### src/sv/weighted_interpolation_upsampler_defines.svh
// assertion macros shared by the upsampler modules
// no dependencies; included by files that carry assertions
`ifndef WEIGHTED_INTERPOLATION_UPSAMPLER_DEFINES_SVH
`define WEIGHTED_INTERPOLATION_UPSAMPLER_DEFINES_SVH

// same-cycle implication, disabled in reset
`define WIU_ASSERT_IMPL(name, clk, rst_n, ante, cons) \
    name: assert property (@(posedge clk) disable iff (!rst_n) (ante) |-> (cons)) \
        else $error("upsampler assertion failed");

// next-cycle implication, disabled in reset
`define WIU_ASSERT_NEXT(name, clk, rst_n, ante, cons) \
    name: assert property (@(posedge clk) disable iff (!rst_n) (ante) |=> (cons)) \
        else $error("upsampler assertion failed");

`endif

### src/sv/wiu_pkg.sv
// shared types and constants of the weighted interpolation upsampler
// no dependencies
package wiu_pkg;

    localparam int CFG_BITS     = 7;
    localparam int PHASE_BITS   = 6;
    // weights and their sum stay below 3 * 127
    localparam int WGT_BITS     = 9;
    localparam int MAX_FACTOR   = 64;
    localparam int FACTOR_RESET = 15;
    localparam int BAND_RESET   = 5;
    localparam int QUEUE_DEPTH  = 2;
    localparam int QPTR_BITS    = $clog2(QUEUE_DEPTH);
    localparam int QCNT_BITS    = $clog2(QUEUE_DEPTH + 1);

    typedef enum logic [0:0] {
        CFG_FACTOR = 1'b0,
        CFG_BAND   = 1'b1
    } t_cfg_reg;

    typedef struct packed {
        logic                first;
        logic [CFG_BITS-1:0] factor;
        logic [CFG_BITS-1:0] band;
    } t_seg_ctrl;

    typedef enum logic [2:0] {
        BK_IDLE,
        BK_WEIGHT,
        BK_MUL,
        BK_SUM,
        BK_DIV,
        BK_EMIT
    } t_back_state;

endpackage

### src/sv/wiu_front.sv
// front end: configuration registers, input acceptance, segment classification
// depends on wiu_pkg
module wiu_front
    import wiu_pkg::*;
#(
    parameter int SAMPLE_BITS = 16
) (
    input  logic                   i_clk,
    input  logic                   i_rst_n,
    input  logic                   i_cfg_we,
    input  logic [0:0]             i_cfg_idx,
    input  logic [CFG_BITS-1:0]    i_cfg_data,
    input  logic                   i_in_valid,
    input  logic [SAMPLE_BITS-1:0] i_sample,
    input  logic                   i_q_full,
    output logic                   o_in_stall,
    output logic                   o_push,
    output t_seg_ctrl              o_ctrl,
    output logic [SAMPLE_BITS-1:0] o_prev,
    output logic [SAMPLE_BITS-1:0] o_cur
);

    localparam logic [CFG_BITS-1:0] FACTOR_CAP = CFG_BITS'(MAX_FACTOR);
    localparam logic [CFG_BITS-1:0] ONE        = CFG_BITS'(1);

    logic [CFG_BITS-1:0]    r_factor;
    logic [CFG_BITS-1:0]    r_band;
    logic [SAMPLE_BITS-1:0] r_prev;
    logic                   r_have_prev;
    logic [CFG_BITS-1:0]    factor_eff;
    logic                   accept;

    always_ff @(posedge i_clk) begin
        if (!i_rst_n) begin
            r_factor <= CFG_BITS'(FACTOR_RESET);
            r_band   <= CFG_BITS'(BAND_RESET);
        end else if (i_cfg_we) begin
            if (i_cfg_idx == CFG_FACTOR) begin
                r_factor <= i_cfg_data;
            end
            if (i_cfg_idx == CFG_BAND) begin
                r_band <= i_cfg_data;
            end
        end
    end

    // zero acts as one, anything above the cap acts as the cap
    always_comb begin
        priority if (r_factor == '0) begin
            factor_eff = ONE;
        end else if (r_factor > FACTOR_CAP) begin
            factor_eff = FACTOR_CAP;
        end else begin
            factor_eff = r_factor;
        end
    end

    assign o_in_stall = i_q_full;
    assign accept     = i_in_valid && !i_q_full;
    assign o_push     = accept;
    assign o_cur      = i_sample;
    assign o_prev     = r_prev;

    always_comb begin
        o_ctrl.first  = !r_have_prev;
        o_ctrl.factor = factor_eff;
        o_ctrl.band   = r_band;
    end

    always_ff @(posedge i_clk) begin
        if (!i_rst_n) begin
            r_prev      <= '0;
            r_have_prev <= 1'b0;
        end else if (accept) begin
            r_prev      <= i_sample;
            r_have_prev <= 1'b1;
        end
    end

endmodule

### src/sv/wiu_queue.sv
// short segment queue between front and back end
// depends on wiu_pkg and the assertion macro header
`include "weighted_interpolation_upsampler_defines.svh"
module wiu_queue
    import wiu_pkg::*;
#(
    parameter int DATA_BITS = 40
) (
    input  logic                 i_clk,
    input  logic                 i_rst_n,
    input  logic                 i_push,
    input  logic [DATA_BITS-1:0] i_data,
    input  logic                 i_pop,
    output logic                 o_full,
    output logic                 o_empty,
    output logic [DATA_BITS-1:0] o_data
);

    logic [DATA_BITS-1:0] r_mem [QUEUE_DEPTH];
    logic [QPTR_BITS-1:0] r_wr;
    logic [QPTR_BITS-1:0] r_rd;
    logic [QCNT_BITS-1:0] r_count;

    always_ff @(posedge i_clk) begin
        if (i_push) begin
            r_mem[r_wr] <= i_data;
        end
    end

    always_ff @(posedge i_clk) begin
        if (!i_rst_n) begin
            r_wr    <= '0;
            r_rd    <= '0;
            r_count <= '0;
        end else begin
            if (i_push) begin
                r_wr <= (r_wr == QPTR_BITS'(QUEUE_DEPTH - 1)) ? '0 : r_wr + 1'b1;
            end
            if (i_pop) begin
                r_rd <= (r_rd == QPTR_BITS'(QUEUE_DEPTH - 1)) ? '0 : r_rd + 1'b1;
            end
            unique case ({i_push, i_pop})
                2'b10:   r_count <= r_count + 1'b1;
                2'b01:   r_count <= r_count - 1'b1;
                default: r_count <= r_count;
            endcase
        end
    end

    assign o_full  = (r_count == QCNT_BITS'(QUEUE_DEPTH));
    assign o_empty = (r_count == '0);
    assign o_data  = r_mem[r_rd];

    `WIU_ASSERT_IMPL(a_no_overflow, i_clk, i_rst_n, i_push, r_count < QCNT_BITS'(QUEUE_DEPTH))
    `WIU_ASSERT_IMPL(a_no_underflow, i_clk, i_rst_n, i_pop, r_count != '0)

endmodule

### src/sv/wiu_div.sv
// serial restoring divider, one quotient bit per cycle
// depends on wiu_pkg
module wiu_div
    import wiu_pkg::*;
#(
    parameter int SAMPLE_BITS = 16
) (
    input  logic                            i_clk,
    input  logic                            i_rst_n,
    input  logic                            i_start,
    input  logic [SAMPLE_BITS+WGT_BITS-1:0] i_mag,
    input  logic [WGT_BITS-1:0]             i_den,
    output logic                            o_done,
    output logic [SAMPLE_BITS-1:0]          o_quot
);

    localparam int CNT_BITS = $clog2(SAMPLE_BITS + 1);

    logic [WGT_BITS-1:0]    r_rem;
    logic [SAMPLE_BITS-1:0] r_shift;
    logic [CNT_BITS-1:0]    r_cnt;
    logic                   r_busy;
    logic                   r_done;
    logic [WGT_BITS:0]      trial;
    logic [WGT_BITS:0]      diff;
    logic                   ge;

    assign trial = {r_rem, r_shift[SAMPLE_BITS-1]};
    assign ge    = (trial >= {1'b0, i_den});
    assign diff  = trial - {1'b0, i_den};

    // numerator bits above the quotient width start as the remainder,
    // which is below the divisor since the mean fits the sample range
    always_ff @(posedge i_clk) begin
        if (i_start) begin
            r_rem   <= i_mag[SAMPLE_BITS+WGT_BITS-1:SAMPLE_BITS];
            r_shift <= i_mag[SAMPLE_BITS-1:0];
        end else if (r_busy) begin
            r_rem   <= ge ? diff[WGT_BITS-1:0] : trial[WGT_BITS-1:0];
            r_shift <= {r_shift[SAMPLE_BITS-2:0], ge};
        end
    end

    always_ff @(posedge i_clk) begin
        if (!i_rst_n) begin
            r_cnt  <= '0;
            r_busy <= 1'b0;
            r_done <= 1'b0;
        end else begin
            r_done <= 1'b0;
            if (i_start) begin
                r_cnt  <= CNT_BITS'(SAMPLE_BITS);
                r_busy <= 1'b1;
            end else if (r_busy) begin
                r_cnt <= r_cnt - 1'b1;
                if (r_cnt == CNT_BITS'(1)) begin
                    r_busy <= 1'b0;
                    r_done <= 1'b1;
                end
            end
        end
    end

    assign o_done = r_done;
    assign o_quot = r_shift;

endmodule

### src/sv/wiu_back.sv
// back end: phase sequencer, weight and product datapath, divider, output register
// depends on wiu_pkg, wiu_div and the assertion macro header
`include "weighted_interpolation_upsampler_defines.svh"
module wiu_back
    import wiu_pkg::*;
#(
    parameter int SAMPLE_BITS = 16
) (
    input  logic                   i_clk,
    input  logic                   i_rst_n,
    input  logic                   i_q_empty,
    input  t_seg_ctrl              i_ctrl,
    input  logic [SAMPLE_BITS-1:0] i_prev,
    input  logic [SAMPLE_BITS-1:0] i_cur,
    input  logic                   i_out_stall,
    output logic                   o_pop,
    output logic                   o_out_valid,
    output logic [SAMPLE_BITS-1:0] o_value,
    output logic [PHASE_BITS-1:0]  o_phase,
    output logic                   o_last
);

    localparam int PROD_BITS = SAMPLE_BITS + WGT_BITS + 1;
    localparam int SUM_BITS  = PROD_BITS + 1;
    localparam int MAG_BITS  = SAMPLE_BITS + WGT_BITS;

    t_back_state r_state;
    t_back_state n_state;

    logic [SAMPLE_BITS-1:0]     r_cur;
    logic [SAMPLE_BITS-1:0]     r_prev;
    logic [CFG_BITS-1:0]        r_len;
    logic [CFG_BITS-1:0]        r_band;
    logic [CFG_BITS-1:0]        r_k;
    logic [WGT_BITS-1:0]        r_wp;
    logic [WGT_BITS-1:0]        r_wc;
    logic [WGT_BITS-1:0]        r_den;
    logic signed [PROD_BITS-1:0] r_prod_p;
    logic signed [PROD_BITS-1:0] r_prod_c;
    logic                       r_neg;
    logic                       r_out_valid;
    logic [SAMPLE_BITS-1:0]     r_value;
    logic [PHASE_BITS-1:0]      r_phase;
    logic                       r_last;

    logic                       pop;
    logic                       div_start;
    logic                       emit;
    logic                       out_free;
    logic                       div_done;
    logic [SAMPLE_BITS-1:0]     quot;
    logic [SAMPLE_BITS-1:0]     point;
    logic [CFG_BITS-1:0]        k_inc;
    logic [CFG_BITS-1:0]        len_k;
    logic                       near_prev;
    logic                       near_cur;
    logic [WGT_BITS-1:0]        lk_w;
    logic [WGT_BITS-1:0]        k_w;
    logic [WGT_BITS-1:0]        wp;
    logic [WGT_BITS-1:0]        wc;
    logic signed [SUM_BITS-1:0] sum;
    logic [SUM_BITS-1:0]        sum_abs;

    assign out_free = !r_out_valid || !i_out_stall;
    assign k_inc    = r_k + 1'b1;

    // next state
    always_comb begin
        n_state = r_state;
        unique case (r_state)
            BK_IDLE: begin
                if (!i_q_empty) begin
                    n_state = (i_ctrl.first || i_ctrl.factor == CFG_BITS'(1)) ? BK_EMIT
                                                                              : BK_WEIGHT;
                end
            end
            BK_WEIGHT: n_state = BK_MUL;
            BK_MUL:    n_state = BK_SUM;
            BK_SUM:    n_state = BK_DIV;
            BK_DIV: begin
                if (div_done) begin
                    n_state = BK_EMIT;
                end
            end
            BK_EMIT: begin
                if (out_free) begin
                    priority if (r_k == '0) begin
                        n_state = BK_IDLE;
                    end else if (k_inc == r_len) begin
                        n_state = BK_EMIT;
                    end else begin
                        n_state = BK_WEIGHT;
                    end
                end
            end
            default: n_state = BK_IDLE;
        endcase
    end

    // control outputs
    always_comb begin
        pop       = 1'b0;
        div_start = 1'b0;
        emit      = 1'b0;
        unique case (r_state)
            BK_IDLE: pop       = !i_q_empty;
            BK_SUM:  div_start = 1'b1;
            BK_EMIT: emit      = out_free;
            default: begin
                pop       = 1'b0;
                div_start = 1'b0;
                emit      = 1'b0;
            end
        endcase
    end

    always_ff @(posedge i_clk) begin
        if (!i_rst_n) begin
            r_state <= BK_IDLE;
        end else begin
            r_state <= n_state;
        end
    end

    // weights: the previous sample's weight is tripled near it, the current one's near it
    assign len_k     = r_len - r_k;
    assign near_prev = (r_k < r_band);
    assign near_cur  = ({1'b0, r_k} + {1'b0, r_band}) > {1'b0, r_len};
    assign lk_w      = WGT_BITS'(len_k);
    assign k_w       = WGT_BITS'(r_k);

    always_comb begin
        priority if (near_prev) begin
            wp = lk_w + {lk_w[WGT_BITS-2:0], 1'b0};
            wc = k_w;
        end else if (near_cur) begin
            wp = lk_w;
            wc = k_w + {k_w[WGT_BITS-2:0], 1'b0};
        end else begin
            wp = lk_w;
            wc = k_w;
        end
    end

    assign sum     = SUM_BITS'(r_prod_p) + SUM_BITS'(r_prod_c);
    assign sum_abs = sum[SUM_BITS-1] ? SUM_BITS'(-sum) : SUM_BITS'(sum);

    always_ff @(posedge i_clk) begin
        if (pop) begin
            r_cur  <= i_cur;
            r_prev <= i_prev;
            r_len  <= i_ctrl.factor;
            r_band <= i_ctrl.band;
        end
        if (r_state == BK_WEIGHT) begin
            r_wp  <= wp;
            r_wc  <= wc;
            r_den <= wp + wc;
        end
        if (r_state == BK_MUL) begin
            r_prod_p <= PROD_BITS'($signed({1'b0, r_wp}) * $signed(r_prev));
            r_prod_c <= PROD_BITS'($signed({1'b0, r_wc}) * $signed(r_cur));
        end
        if (r_state == BK_SUM) begin
            r_neg <= sum[SUM_BITS-1];
        end
    end

    always_ff @(posedge i_clk) begin
        if (!i_rst_n) begin
            r_k <= '0;
        end else if (pop) begin
            r_k <= (i_ctrl.first || i_ctrl.factor == CFG_BITS'(1)) ? '0 : CFG_BITS'(1);
        end else if (emit && r_k != '0) begin
            r_k <= (k_inc == r_len) ? '0 : k_inc;
        end
    end

    // the divider loads the magnitude of this point's sum as it starts
    wiu_div #(
        .SAMPLE_BITS(SAMPLE_BITS)
    ) u_div (
        .i_clk  (i_clk),
        .i_rst_n(i_rst_n),
        .i_start(div_start),
        .i_mag  (sum_abs[MAG_BITS-1:0]),
        .i_den  (r_den),
        .o_done (div_done),
        .o_quot (quot)
    );

    // truncation toward zero: divide magnitudes, restore the sign
    assign point = r_neg ? SAMPLE_BITS'(-quot) : quot;

    always_ff @(posedge i_clk) begin
        if (!i_rst_n) begin
            r_out_valid <= 1'b0;
        end else if (emit) begin
            r_out_valid <= 1'b1;
        end else if (!i_out_stall) begin
            r_out_valid <= 1'b0;
        end
    end

    always_ff @(posedge i_clk) begin
        if (emit) begin
            r_value <= (r_k == '0) ? r_cur : point;
            r_phase <= r_k[PHASE_BITS-1:0];
            r_last  <= (r_k == '0);
        end
    end

    assign o_pop       = pop;
    assign o_out_valid = r_out_valid;
    assign o_value     = r_value;
    assign o_phase     = r_phase;
    assign o_last      = r_last;

    `WIU_ASSERT_IMPL(a_div_done_in_div, i_clk, i_rst_n, div_done, r_state == BK_DIV)
    `WIU_ASSERT_IMPL(a_phase_in_range, i_clk, i_rst_n, r_state == BK_WEIGHT, (r_k != '0) && (r_k < r_len))
    `WIU_ASSERT_NEXT(a_sample_ends_seg, i_clk, i_rst_n, emit && (r_k == '0), r_state == BK_IDLE)

endmodule

### src/sv/weighted_interpolation_upsampler.sv
// top level of the weighted interpolation upsampler
// depends on wiu_pkg, wiu_front, wiu_queue and wiu_back
//
// Upsamples a stream of signed samples by the factor L held in register 0
// (upsample_factor; 0 acts as 1, values above 64 act as 64). The first
// sample after reset comes out alone at phase 0. Every later sample c first
// yields L-1 points at phases 1..L-1 between the previous sample p and c,
// then c itself at phase 0 with last set. A point at phase k is
// (wp*p + wc*c)/(wp + wc) truncated toward zero, with weights (3(L-k), k)
// when k is below edge_band (register 1), (L-k, 3k) when k is above
// L - edge_band, and (L-k, k) otherwise. The front end takes an input
// transaction whenever the two-entry segment queue has room, so inputs
// keep flowing while results wait on the output stall. The back end works
// one segment at a time; each interpolated point passes through weights,
// two products, sum, a one-bit-per-cycle divider and emit, while a
// pass-through sample goes straight to emit. Configuration writes take
// effect for samples accepted after the write and are meant only while
// the block is idle.
module weighted_interpolation_upsampler
    import wiu_pkg::*;
#(
    parameter int SAMPLE_BITS = 16
) (
    input  logic                   i_clk,
    input  logic                   i_rst_n,
    // configuration write port
    input  logic                   i_cfg_we,
    input  logic [0:0]             i_cfg_idx,
    input  logic [CFG_BITS-1:0]    i_cfg_data,
    // input sample channel
    input  logic                   i_in_valid,
    output logic                   o_in_stall,
    input  logic [SAMPLE_BITS-1:0] i_sample,
    // result channel
    output logic                   o_out_valid,
    input  logic                   i_out_stall,
    output logic [SAMPLE_BITS-1:0] o_value,
    output logic [PHASE_BITS-1:0]  o_phase,
    output logic                   o_last
);

    // queue entry: segment control, previous sample, current sample
    localparam int ENTRY_BITS = $bits(t_seg_ctrl) + 2 * SAMPLE_BITS;

    logic                   push;
    logic                   pop;
    logic                   q_full;
    logic                   q_empty;
    t_seg_ctrl              f_ctrl;
    logic [SAMPLE_BITS-1:0] f_prev;
    logic [SAMPLE_BITS-1:0] f_cur;
    logic [ENTRY_BITS-1:0]  q_wdata;
    logic [ENTRY_BITS-1:0]  q_rdata;
    t_seg_ctrl              b_ctrl;
    logic [SAMPLE_BITS-1:0] b_prev;
    logic [SAMPLE_BITS-1:0] b_cur;

    // front end: config registers, sample history, first-sample classification
    wiu_front #(
        .SAMPLE_BITS(SAMPLE_BITS)
    ) u_front (
        .i_clk     (i_clk),
        .i_rst_n   (i_rst_n),
        .i_cfg_we  (i_cfg_we),
        .i_cfg_idx (i_cfg_idx),
        .i_cfg_data(i_cfg_data),
        .i_in_valid(i_in_valid),
        .i_sample  (i_sample),
        .i_q_full  (q_full),
        .o_in_stall(o_in_stall),
        .o_push    (push),
        .o_ctrl    (f_ctrl),
        .o_prev    (f_prev),
        .o_cur     (f_cur)
    );

    assign q_wdata = {f_ctrl, f_prev, f_cur};

    // decouples input acceptance from segment processing
    wiu_queue #(
        .DATA_BITS(ENTRY_BITS)
    ) u_queue (
        .i_clk  (i_clk),
        .i_rst_n(i_rst_n),
        .i_push (push),
        .i_data (q_wdata),
        .i_pop  (pop),
        .o_full (q_full),
        .o_empty(q_empty),
        .o_data (q_rdata)
    );

    assign b_ctrl = t_seg_ctrl'(q_rdata[ENTRY_BITS-1:2*SAMPLE_BITS]);
    assign b_prev = q_rdata[2*SAMPLE_BITS-1:SAMPLE_BITS];
    assign b_cur  = q_rdata[SAMPLE_BITS-1:0];

    // back end: per-phase weighting, division and the output register
    wiu_back #(
        .SAMPLE_BITS(SAMPLE_BITS)
    ) u_back (
        .i_clk      (i_clk),
        .i_rst_n    (i_rst_n),
        .i_q_empty  (q_empty),
        .i_ctrl     (b_ctrl),
        .i_prev     (b_prev),
        .i_cur      (b_cur),
        .i_out_stall(i_out_stall),
        .o_pop      (pop),
        .o_out_valid(o_out_valid),
        .o_value    (o_value),
        .o_phase    (o_phase),
        .o_last     (o_last)
    );

endmodule

### config.mk
export PLATFORM = sky130hd
export DESIGN_NAME = weighted_interpolation_upsampler
export DESIGN_NICKNAME = d
export VERILOG_FILES = /design/src/sv/wiu_pkg.sv /design/src/sv/wiu_front.sv /design/src/sv/wiu_queue.sv /design/src/sv/wiu_div.sv /design/src/sv/wiu_back.sv /design/src/sv/weighted_interpolation_upsampler.sv
export VERILOG_INCLUDE_DIRS = /design/src /design/src/sv
export SDC_FILE = /design/constraint.sdc
export NUM_CORES = 1
export LEC_CHECK = 0
export ABC_CLOCK_PERIOD_IN_PS = 8550
export BUFFER_PORTS_ARGS = -buffer_cell sky130_fd_sc_hd__buf_2
export CAP_MARGIN = 20
export CORE_MARGIN = 8
export CORE_UTILIZATION = 50
export DETAILED_ROUTE_END_ITERATION = 12
export GPL_ROUTABILITY_DRIVEN = 0
export PLACE_DENSITY = 0.66
export SYNTH_ARGS = -nofsm -noshare
export SYNTH_HDL_FRONTEND = slang
export SYNTH_SLANG_ARGS = --single-unit
### constraint.sdc
create_clock -name i_clk -period 8.55 [get_ports i_clk]
set_clock_uncertainty 0.2 [all_clocks]
set_input_delay 1.71 -clock i_clk [delete_from_list [all_inputs] [get_ports i_clk]]
set_output_delay 1.71 -clock i_clk [all_outputs]
set_load 0.005 [all_outputs]
# Yosys cells after proc, flatten, opt, wreduce, memory -nomap -nowiden
# Memories as Yosys holds them, arrays and structs flattened. A register that Yosys moved wholly into a read port is not among the register bits.
# Cells that the tools add are included.
[totals]
mem_count = 1
output_inout_bits = 25
register_bits = 227
romBits = 0
ramBits = 94
latchBits = 0
[classes]
n_eq_ne = 15
add_sub_neg = 15
shift = 0
n_lt_le_gt_ge = 4
n_reduce_logical = 22
n_bitwise = 3
n_mul = 2
muxes = 42
div_mod_pow = 0
[memory_table]
columns = ["name", "depth", "word_bits", "read_ports", "rd_ports_with_merged_regs", "write_ports", "line_no", "rtl"]
rows = [
  ["u_queue.r_mem", 2, 47, 1, 1, 1, "wiu_queue.sv:19", "logic [DATA_BITS-1:0] r_mem [QUEUE_DEPTH];"],
]
[ops]
columns = ["cell", "n"]
rows = [
  ["$mux W16", 4],
  ["$mux W9", 6],
  ["$mul A10 B16 Y26", 2],
  ["$mux W7", 5],
  ["$add A26 B26 Y27", 1],
  ["$mux W25", 1],
  ["$neg A25 Y25", 1],
  ["$add A7 B8 Y9", 2],
  ["$mux W3", 6],
  ["$pmux W3 S6", 1],
  ["$mux W1", 16],
  ["$neg A16 Y16", 1],
  ["$logic_not A7 Y1", 2],
  ["$ge A10 B9 Y1", 1],
  ["$mux W5", 2],
  ["$add A9 B9 Y9", 1],
  ["$sub A9 B9 Y9", 1],
  ["$add A7 B7 Y8", 1],
  ["$gt A8 B7 Y1", 1],
  ["$add A7 B1 Y7 const B", 1],
  ["$eq A7 B1 Y1 const B", 1],
  ["$eq A7 B7 Y1", 1],
  ["$gt A7 B7 Y1 const B", 1],
  ["$lt A7 B7 Y1", 1],
  ["26 further kinds", 43],
]

# Depth between registers and ports, before layout
[depth]
depth_word = 6
ltp_mapped = 25

# Modules after synthesis
# A second synthesis with hierarchy kept.
[unflattened]
cells_unflattened = 2607
hier_area_um2 = 27054.7
[modules_own_cells]
columns = ["module", "cells_per_inst", "seq_area_each_um2", "n_inst", "area_per_inst_um2"]
rows = [
  ["wiu_back", 2107, 4694.5, 1, 20146.8],
  ["wiu_queue", 168, 2922.8, 1, 3601.0],
  ["wiu_div", 169, 890.9, 1, 1903.1],
  ["wiu_front", 163, 620.6, 1, 1403.8],
]

# Worst setup path after synthesis
# Ideal clock, no wire load.
[synth_timing]
path_type = "register to register"
from = "reg u_back.r_state[1]"
to = "reg u_queue.r_count[1]"
t_arrival_ps = 6573
path_slack_ps = 1701
setup_time_ps = 76
path_buffers = 1
required_time_ps = 8274
path_stages_with_launch = 6
cell_sequence = "dfxtp_1 > clkbuf_1 > nor4_1 > ha_1 > or3_1 > a21boi_0"
[synth_between]
elab_chain_len = 4
elab_cells_between_ends = 6
[synth_rtl]
columns = ["element", "line_no", "rtl"]
rows = [
  ["start, declared", "wiu_back.sv:27", "t_back_state r_state;"],
  ["start signal, assigned", "wiu_back.sv:121", "r_state <= n_state;"],
  ["$logic_not A3 Y1 *", "wiu_back.sv:105", "unique case (r_state)"],
  ["$mux W1 *", "wiu_back.sv:105", ""],
  ["via pop", "weighted_interpolation_upsampler.sv:46", "logic pop;"],
  ["$eq A2 B1 Y1 or $eq A2 B2 Y1 (tied branches)", "wiu_queue.sv:42", "unique case ({i_push, i_pop})"],
  ["$pmux W2 S2 or $reduce_bool A2 Y1 (tied branches)", "--", ""],
  ["end signal, assigned", "wiu_queue.sv:43", "2'b10: r_count <= r_count + 1'b1;"],
  ["end signal, assigned", "wiu_queue.sv:44", "2'b01: r_count <= r_count - 1'b1;"],
  ["end signal, assigned", "wiu_queue.sv:45", "default: r_count <= r_count;"],
  ["end, declared", "wiu_queue.sv:22", "logic [QCNT_BITS-1:0] r_count;"],
]
# The timed path passes the listed nets; every way through them passes the cells marked *.
# A chain may end at the register's enable or synchronous reset.

# Worst setup path after layout
[layout_timing]
from = "reg u_back.r_wp[3]"
to = "reg u_back.r_prod_p[24], data pin"
[layout_between]
elab_chain_len = 1
[layout_rtl]
columns = ["element", "line_no", "rtl"]
rows = [
  ["start, declared", "wiu_back.sv:35", "logic [WGT_BITS-1:0] r_wp;"],
  ["start signal, assigned", "wiu_back.sv:156", "r_wp <= wp;"],
  ["$mul A10 B16 Y26", "wiu_back.sv:161", "r_prod_p <= PROD_BITS'($signed({1'b0, r_wp}) * $signed(r_prev));"],
  ["end signal, assigned", "wiu_back.sv:161", ""],
  ["end, declared", "wiu_back.sv:38", "logic signed [PROD_BITS-1:0] r_prod_p;"],
]
# Every way passes these cells.

==> results.md <==
* Post-Syn Area at ~27000 um^2
* #FFs+latches synth at about 320
* Crit Reg-Reg Endpoint: u_back.r_prod_p[24]
* Worst path arrival time at 6.85 ns
* Final period util at around four fifths
* Largest net degree at the start of global routing at between 50 and 60
* GRT Overall Usage at ~20%
* CP required at around 8.6 ns
* Met3 Resource Use GR at just under 3%
* Min-Delay Endpoint: u_queue.r_mem[1][17]
* CTS tree: built
* Number of gates resized after CTS at 0
* Crit Path Class: reg2reg
* Vias per inst at 5.449
* YS warnings at 0
* Startpoint Class: flop
* RSZ-0062 raised after global routing: false
* Crit path time final at 6.769 ns
* Antenna violations before repair at 0
* Endpoints failing hold at 0
* Synth async-reset ratio at 0%
* Residual DRC at 0
* Number of synthesized flops with an enable pin at about 270
* Worst path slowest cell: edfxtp_1
* CTS sink cnt at ~320
* Critical-path cell list: nand2_1 > fa_1 > inv_1 > fa_1 > fa_1 > fa_1 > inv_1 > fa_1 > inv_1 > ha_1 > a21o_1 > a21oi_1 > o21ai_0 > nand2_1 > o21ai_1 > o211a_1 > o31a_1 > or4_1 > nand4_1 > or3b_2
* Post-synth top area share at 30.06%
* Final #Nets at slightly above 3k
* Max Clock Freq at 147.7 MHz
* Initial DRT Pass Iterations at 5
* Wire per inst at ~18 um
* Delay-heaviest family, CP: adder cells
* Clk Latency, worst-skew pair at 0.56 ns
* Clk buf depth at 3
* Clk slew on worst S/H paths at around 0.06 ns
* Horiz. Die Dim at about 250 um
* Critical path endpoint category: flop
* Antenna Nets Post-Route at 0
* GR Overflow Total at 0
* WHS at between 0.2 and 0.3 ns
* GR Layer Usage met2 at about a third
* Hold Buf Count CTS at 0
* R2R depth at 20
* Worst Path Max Fanout at 16
* N_diodes at 0
* Final Max Tran Viols at 0
* Ys flop type: edfxtp_1
* GRT busiest layer: met2
* Vias in the first global route at 18.81k
* Finished Layout Cells at 3340
* Wirelength, routed at between 50000 and 60000 um
* Tightest Pin Transition at slightly above 0.9 ns
* Synth area leader: edfxtp_1
* Worst min path class: reg2reg
* Mapped Cells at roughly 2.6k
* Mapped Nets at 3086
* Hold path start: u_front.o_prev[1]
* MaxCap Viol Count at 0
* Final setup fails at 0
* First-pass GRT wire length at roughly 97000 um
* Ports at 54
* Core Footprint at between 50000 and 60000 um^2
* CTS Buf Count at 37
* Hold path depth at 0
* Starting Density at between 50 and 60%
* R2R Setup Slk at approximately 1.8 ns
* Number of setup buffers added after CTS at 0
* Die Span Y at 247.4 um
* Root Driver: clkbuf_16
* Setup_tns at 0 ns
* Worst path most repeated cell: fa_1
* DP HPWL at between 40000 and 50000 um
* Sequential area share after synthesis at around a third
* H-tree Lvls at 2
* DR iter-0 viols at about 1.2k
* FP Rows at 85
* Relative slew slack at 38.89%
* Layout area overhead at 8.110%
* GRT met1 Usage at 24.88%
* Vias at between 15k and 20k
* Status: finished, final reports clean
* Share of cells above drive strength 1 at 7.110%
* Main area contributors after synthesis: edfxtp_1 (30%), fa_1 (19%), ha_1 (9.5%)
* Port buffer count at between 50 and 60
* Worst path bufs/invs at 3
* Post-Place Cells at roughly 3.3k
* Synth unique cells at 80
* R2r startpoint: u_back.r_wp[3]
* Mean Syn Cell Area at 10.29 um^2
* DIE AREA at just over 60000 um^2
* Peak per-stage delay on the critical path at just under 0.7 ns
==> final cells by class <==
type | count | area (um^2)
Fill cell | 4666 | 24450
Multi-Input combinational cell | 1802 | 15840
Sequential cell | 322 | 9130
Inverter | 389 | 1460
Clock buffer | 54 | 1072
Tap cell | 696 | 870.8
Timing Repair Buffer | 63 | 360.3
Clock inverter | 14 | 202.7
==> sequential cells by signal (all words and copies together) (netlist names), 5 cells and up, named ones only <==
| signal | flops |
|---|---|
| u_queue.r_mem | 94 |
| u_back.r_prod_c | 26 |
| u_back.r_prod_p | 26 |
| u_back.o_value | 16 |
| u_back.r_cur | 16 |
| u_back.r_prev | 16 |
| u_back.u_div.o_quot | 16 |
| u_front.o_prev | 16 |
| u_back.r_den | 9 |
| u_back.r_wc | 9 |
| u_back.r_wp | 9 |
| u_back.u_div.r_rem | 9 |
| u_back.r_band | 7 |
| u_back.r_k | 7 |
| u_back.r_len | 7 |
| u_front.r_band | 7 |
| u_front.r_factor | 7 |
| u_back.o_phase | 6 |
| u_back.u_div.r_cnt | 5 |
==> cells in the final DEF (no fill, tap or decap), types with 12 or more instances in the layout <==
master / n
a21o_1: 52
o21a_1: 18
nand4_1: 12
nand2_1: 292
inv_1: 388
mux2_2: 49
or3_1: 15
a21boi_0: 35
o21bai_1: 12
nor2b_1: 29
fa_1: 251
nand3_1: 37
ha_1: 204
clkbuf_16: 39
nor3_1: 29
edfxtp_1: 268
buf_2: 53
a21oi_1: 102
xor2_1: 55
and2_1: 145
dfxtp_1: 53
nor2_1: 97
o211ai_1: 12
nand2b_1: 16
o21ai_0: 75
xnor2_1: 99
==> metrics by stage <==
step / setup slack [ns] / util [%] / instance area, um^2
after global placement: 1.922 / 51.75 / 27630
after detailed placement: 1.836 / 51.79 / 27650
after floorplan: 1.701 / - / 26770
after global routing: 1.531 / 54.20 / 28940
after CTS: 1.836 / 54.18 / 28920
final: 1.781 / 54.20 / 28940
==> cells in the mapped netlist (18+ instances only) <==
cell,n
inv_1,388
nand2_1,292
edfxtp_1,268
fa_1,251
ha_1,204
and2_1,145
a21oi_1,103
xnor2_1,99
nor2_1,98
clkbuf_1,77
o21ai_0,75
xor2_1,55
dfxtp_1,54
a21o_1,52
mux2_2,49
nand3_1,37
a21boi_0,35
nor2b_1,29
nor3_1,29
o21a_1,18
==> metal layers <==
layer | vias up | part of all wire (%)
met1 | 8949 | 43
met2 | 424 | 48
met5 | - | 0
met4 | 0 | 4.5
li1 | 8700 | -
met3 | 128 | 4.7
==> worst register-to-register path, stage by stage (launching register included) <==
cell and delay, ns:
edfxtp_1 0.69, nand2_1 0.17, fa_1 0.56, inv_1 0.05, fa_1 0.54, fa_1 0.45
fa_1 0.54, inv_1 0.05, fa_1 0.53, inv_1 0.05, ha_1 0.34, a21o_1 0.19
a21oi_1 0.22, o21ai_0 0.13, nand2_1 0.14, o21ai_1 0.14, o211a_1 0.26, o31a_1 0.26
or4_1 0.46, nand4_1 0.11, or3b_2 0.44
==> cell families (layout without fill, tap and decap cells) <==
family | after synthesis | count (layout) | synth area share [%]
mux | 60 | 60 | 2.473
flops | 322 | 322 | 34.10
buf+inv | 478 | 520 | 6.820
compound gates | 405 | 405 | 9.965
xor+xnor | 154 | 154 | 5.039
simple gates | 727 | 727 | 13.26
fa+ha+maj | 456 | 456 | 28.34
==> how the worst max path moves through the flow <==
stage / start / endpoint / slack, ns / depth (start not counted)
floorplan: u_back.r_state[1] / u_queue.r_count[1] / 1.70 / 5
global placement: u_back.r_wp[3] / u_back.r_prod_p[24] / 1.92 / 20
detailed placement: u_back.r_wp[3] / u_back.r_prod_p[24] / 1.84 / 20
CTS: u_back.r_wp[3] / u_back.r_prod_p[24] / 1.84 / 20
global route: u_back.r_wc[1] / u_back.r_prod_c[25] / 1.53 / 21
finish: u_back.r_wp[3] / u_back.r_prod_p[24] / 1.78 / 20
Power is left out: the tool's default activity adds up to more than one toggle a clock period on the data nets, which glitch-free logic cannot reach.
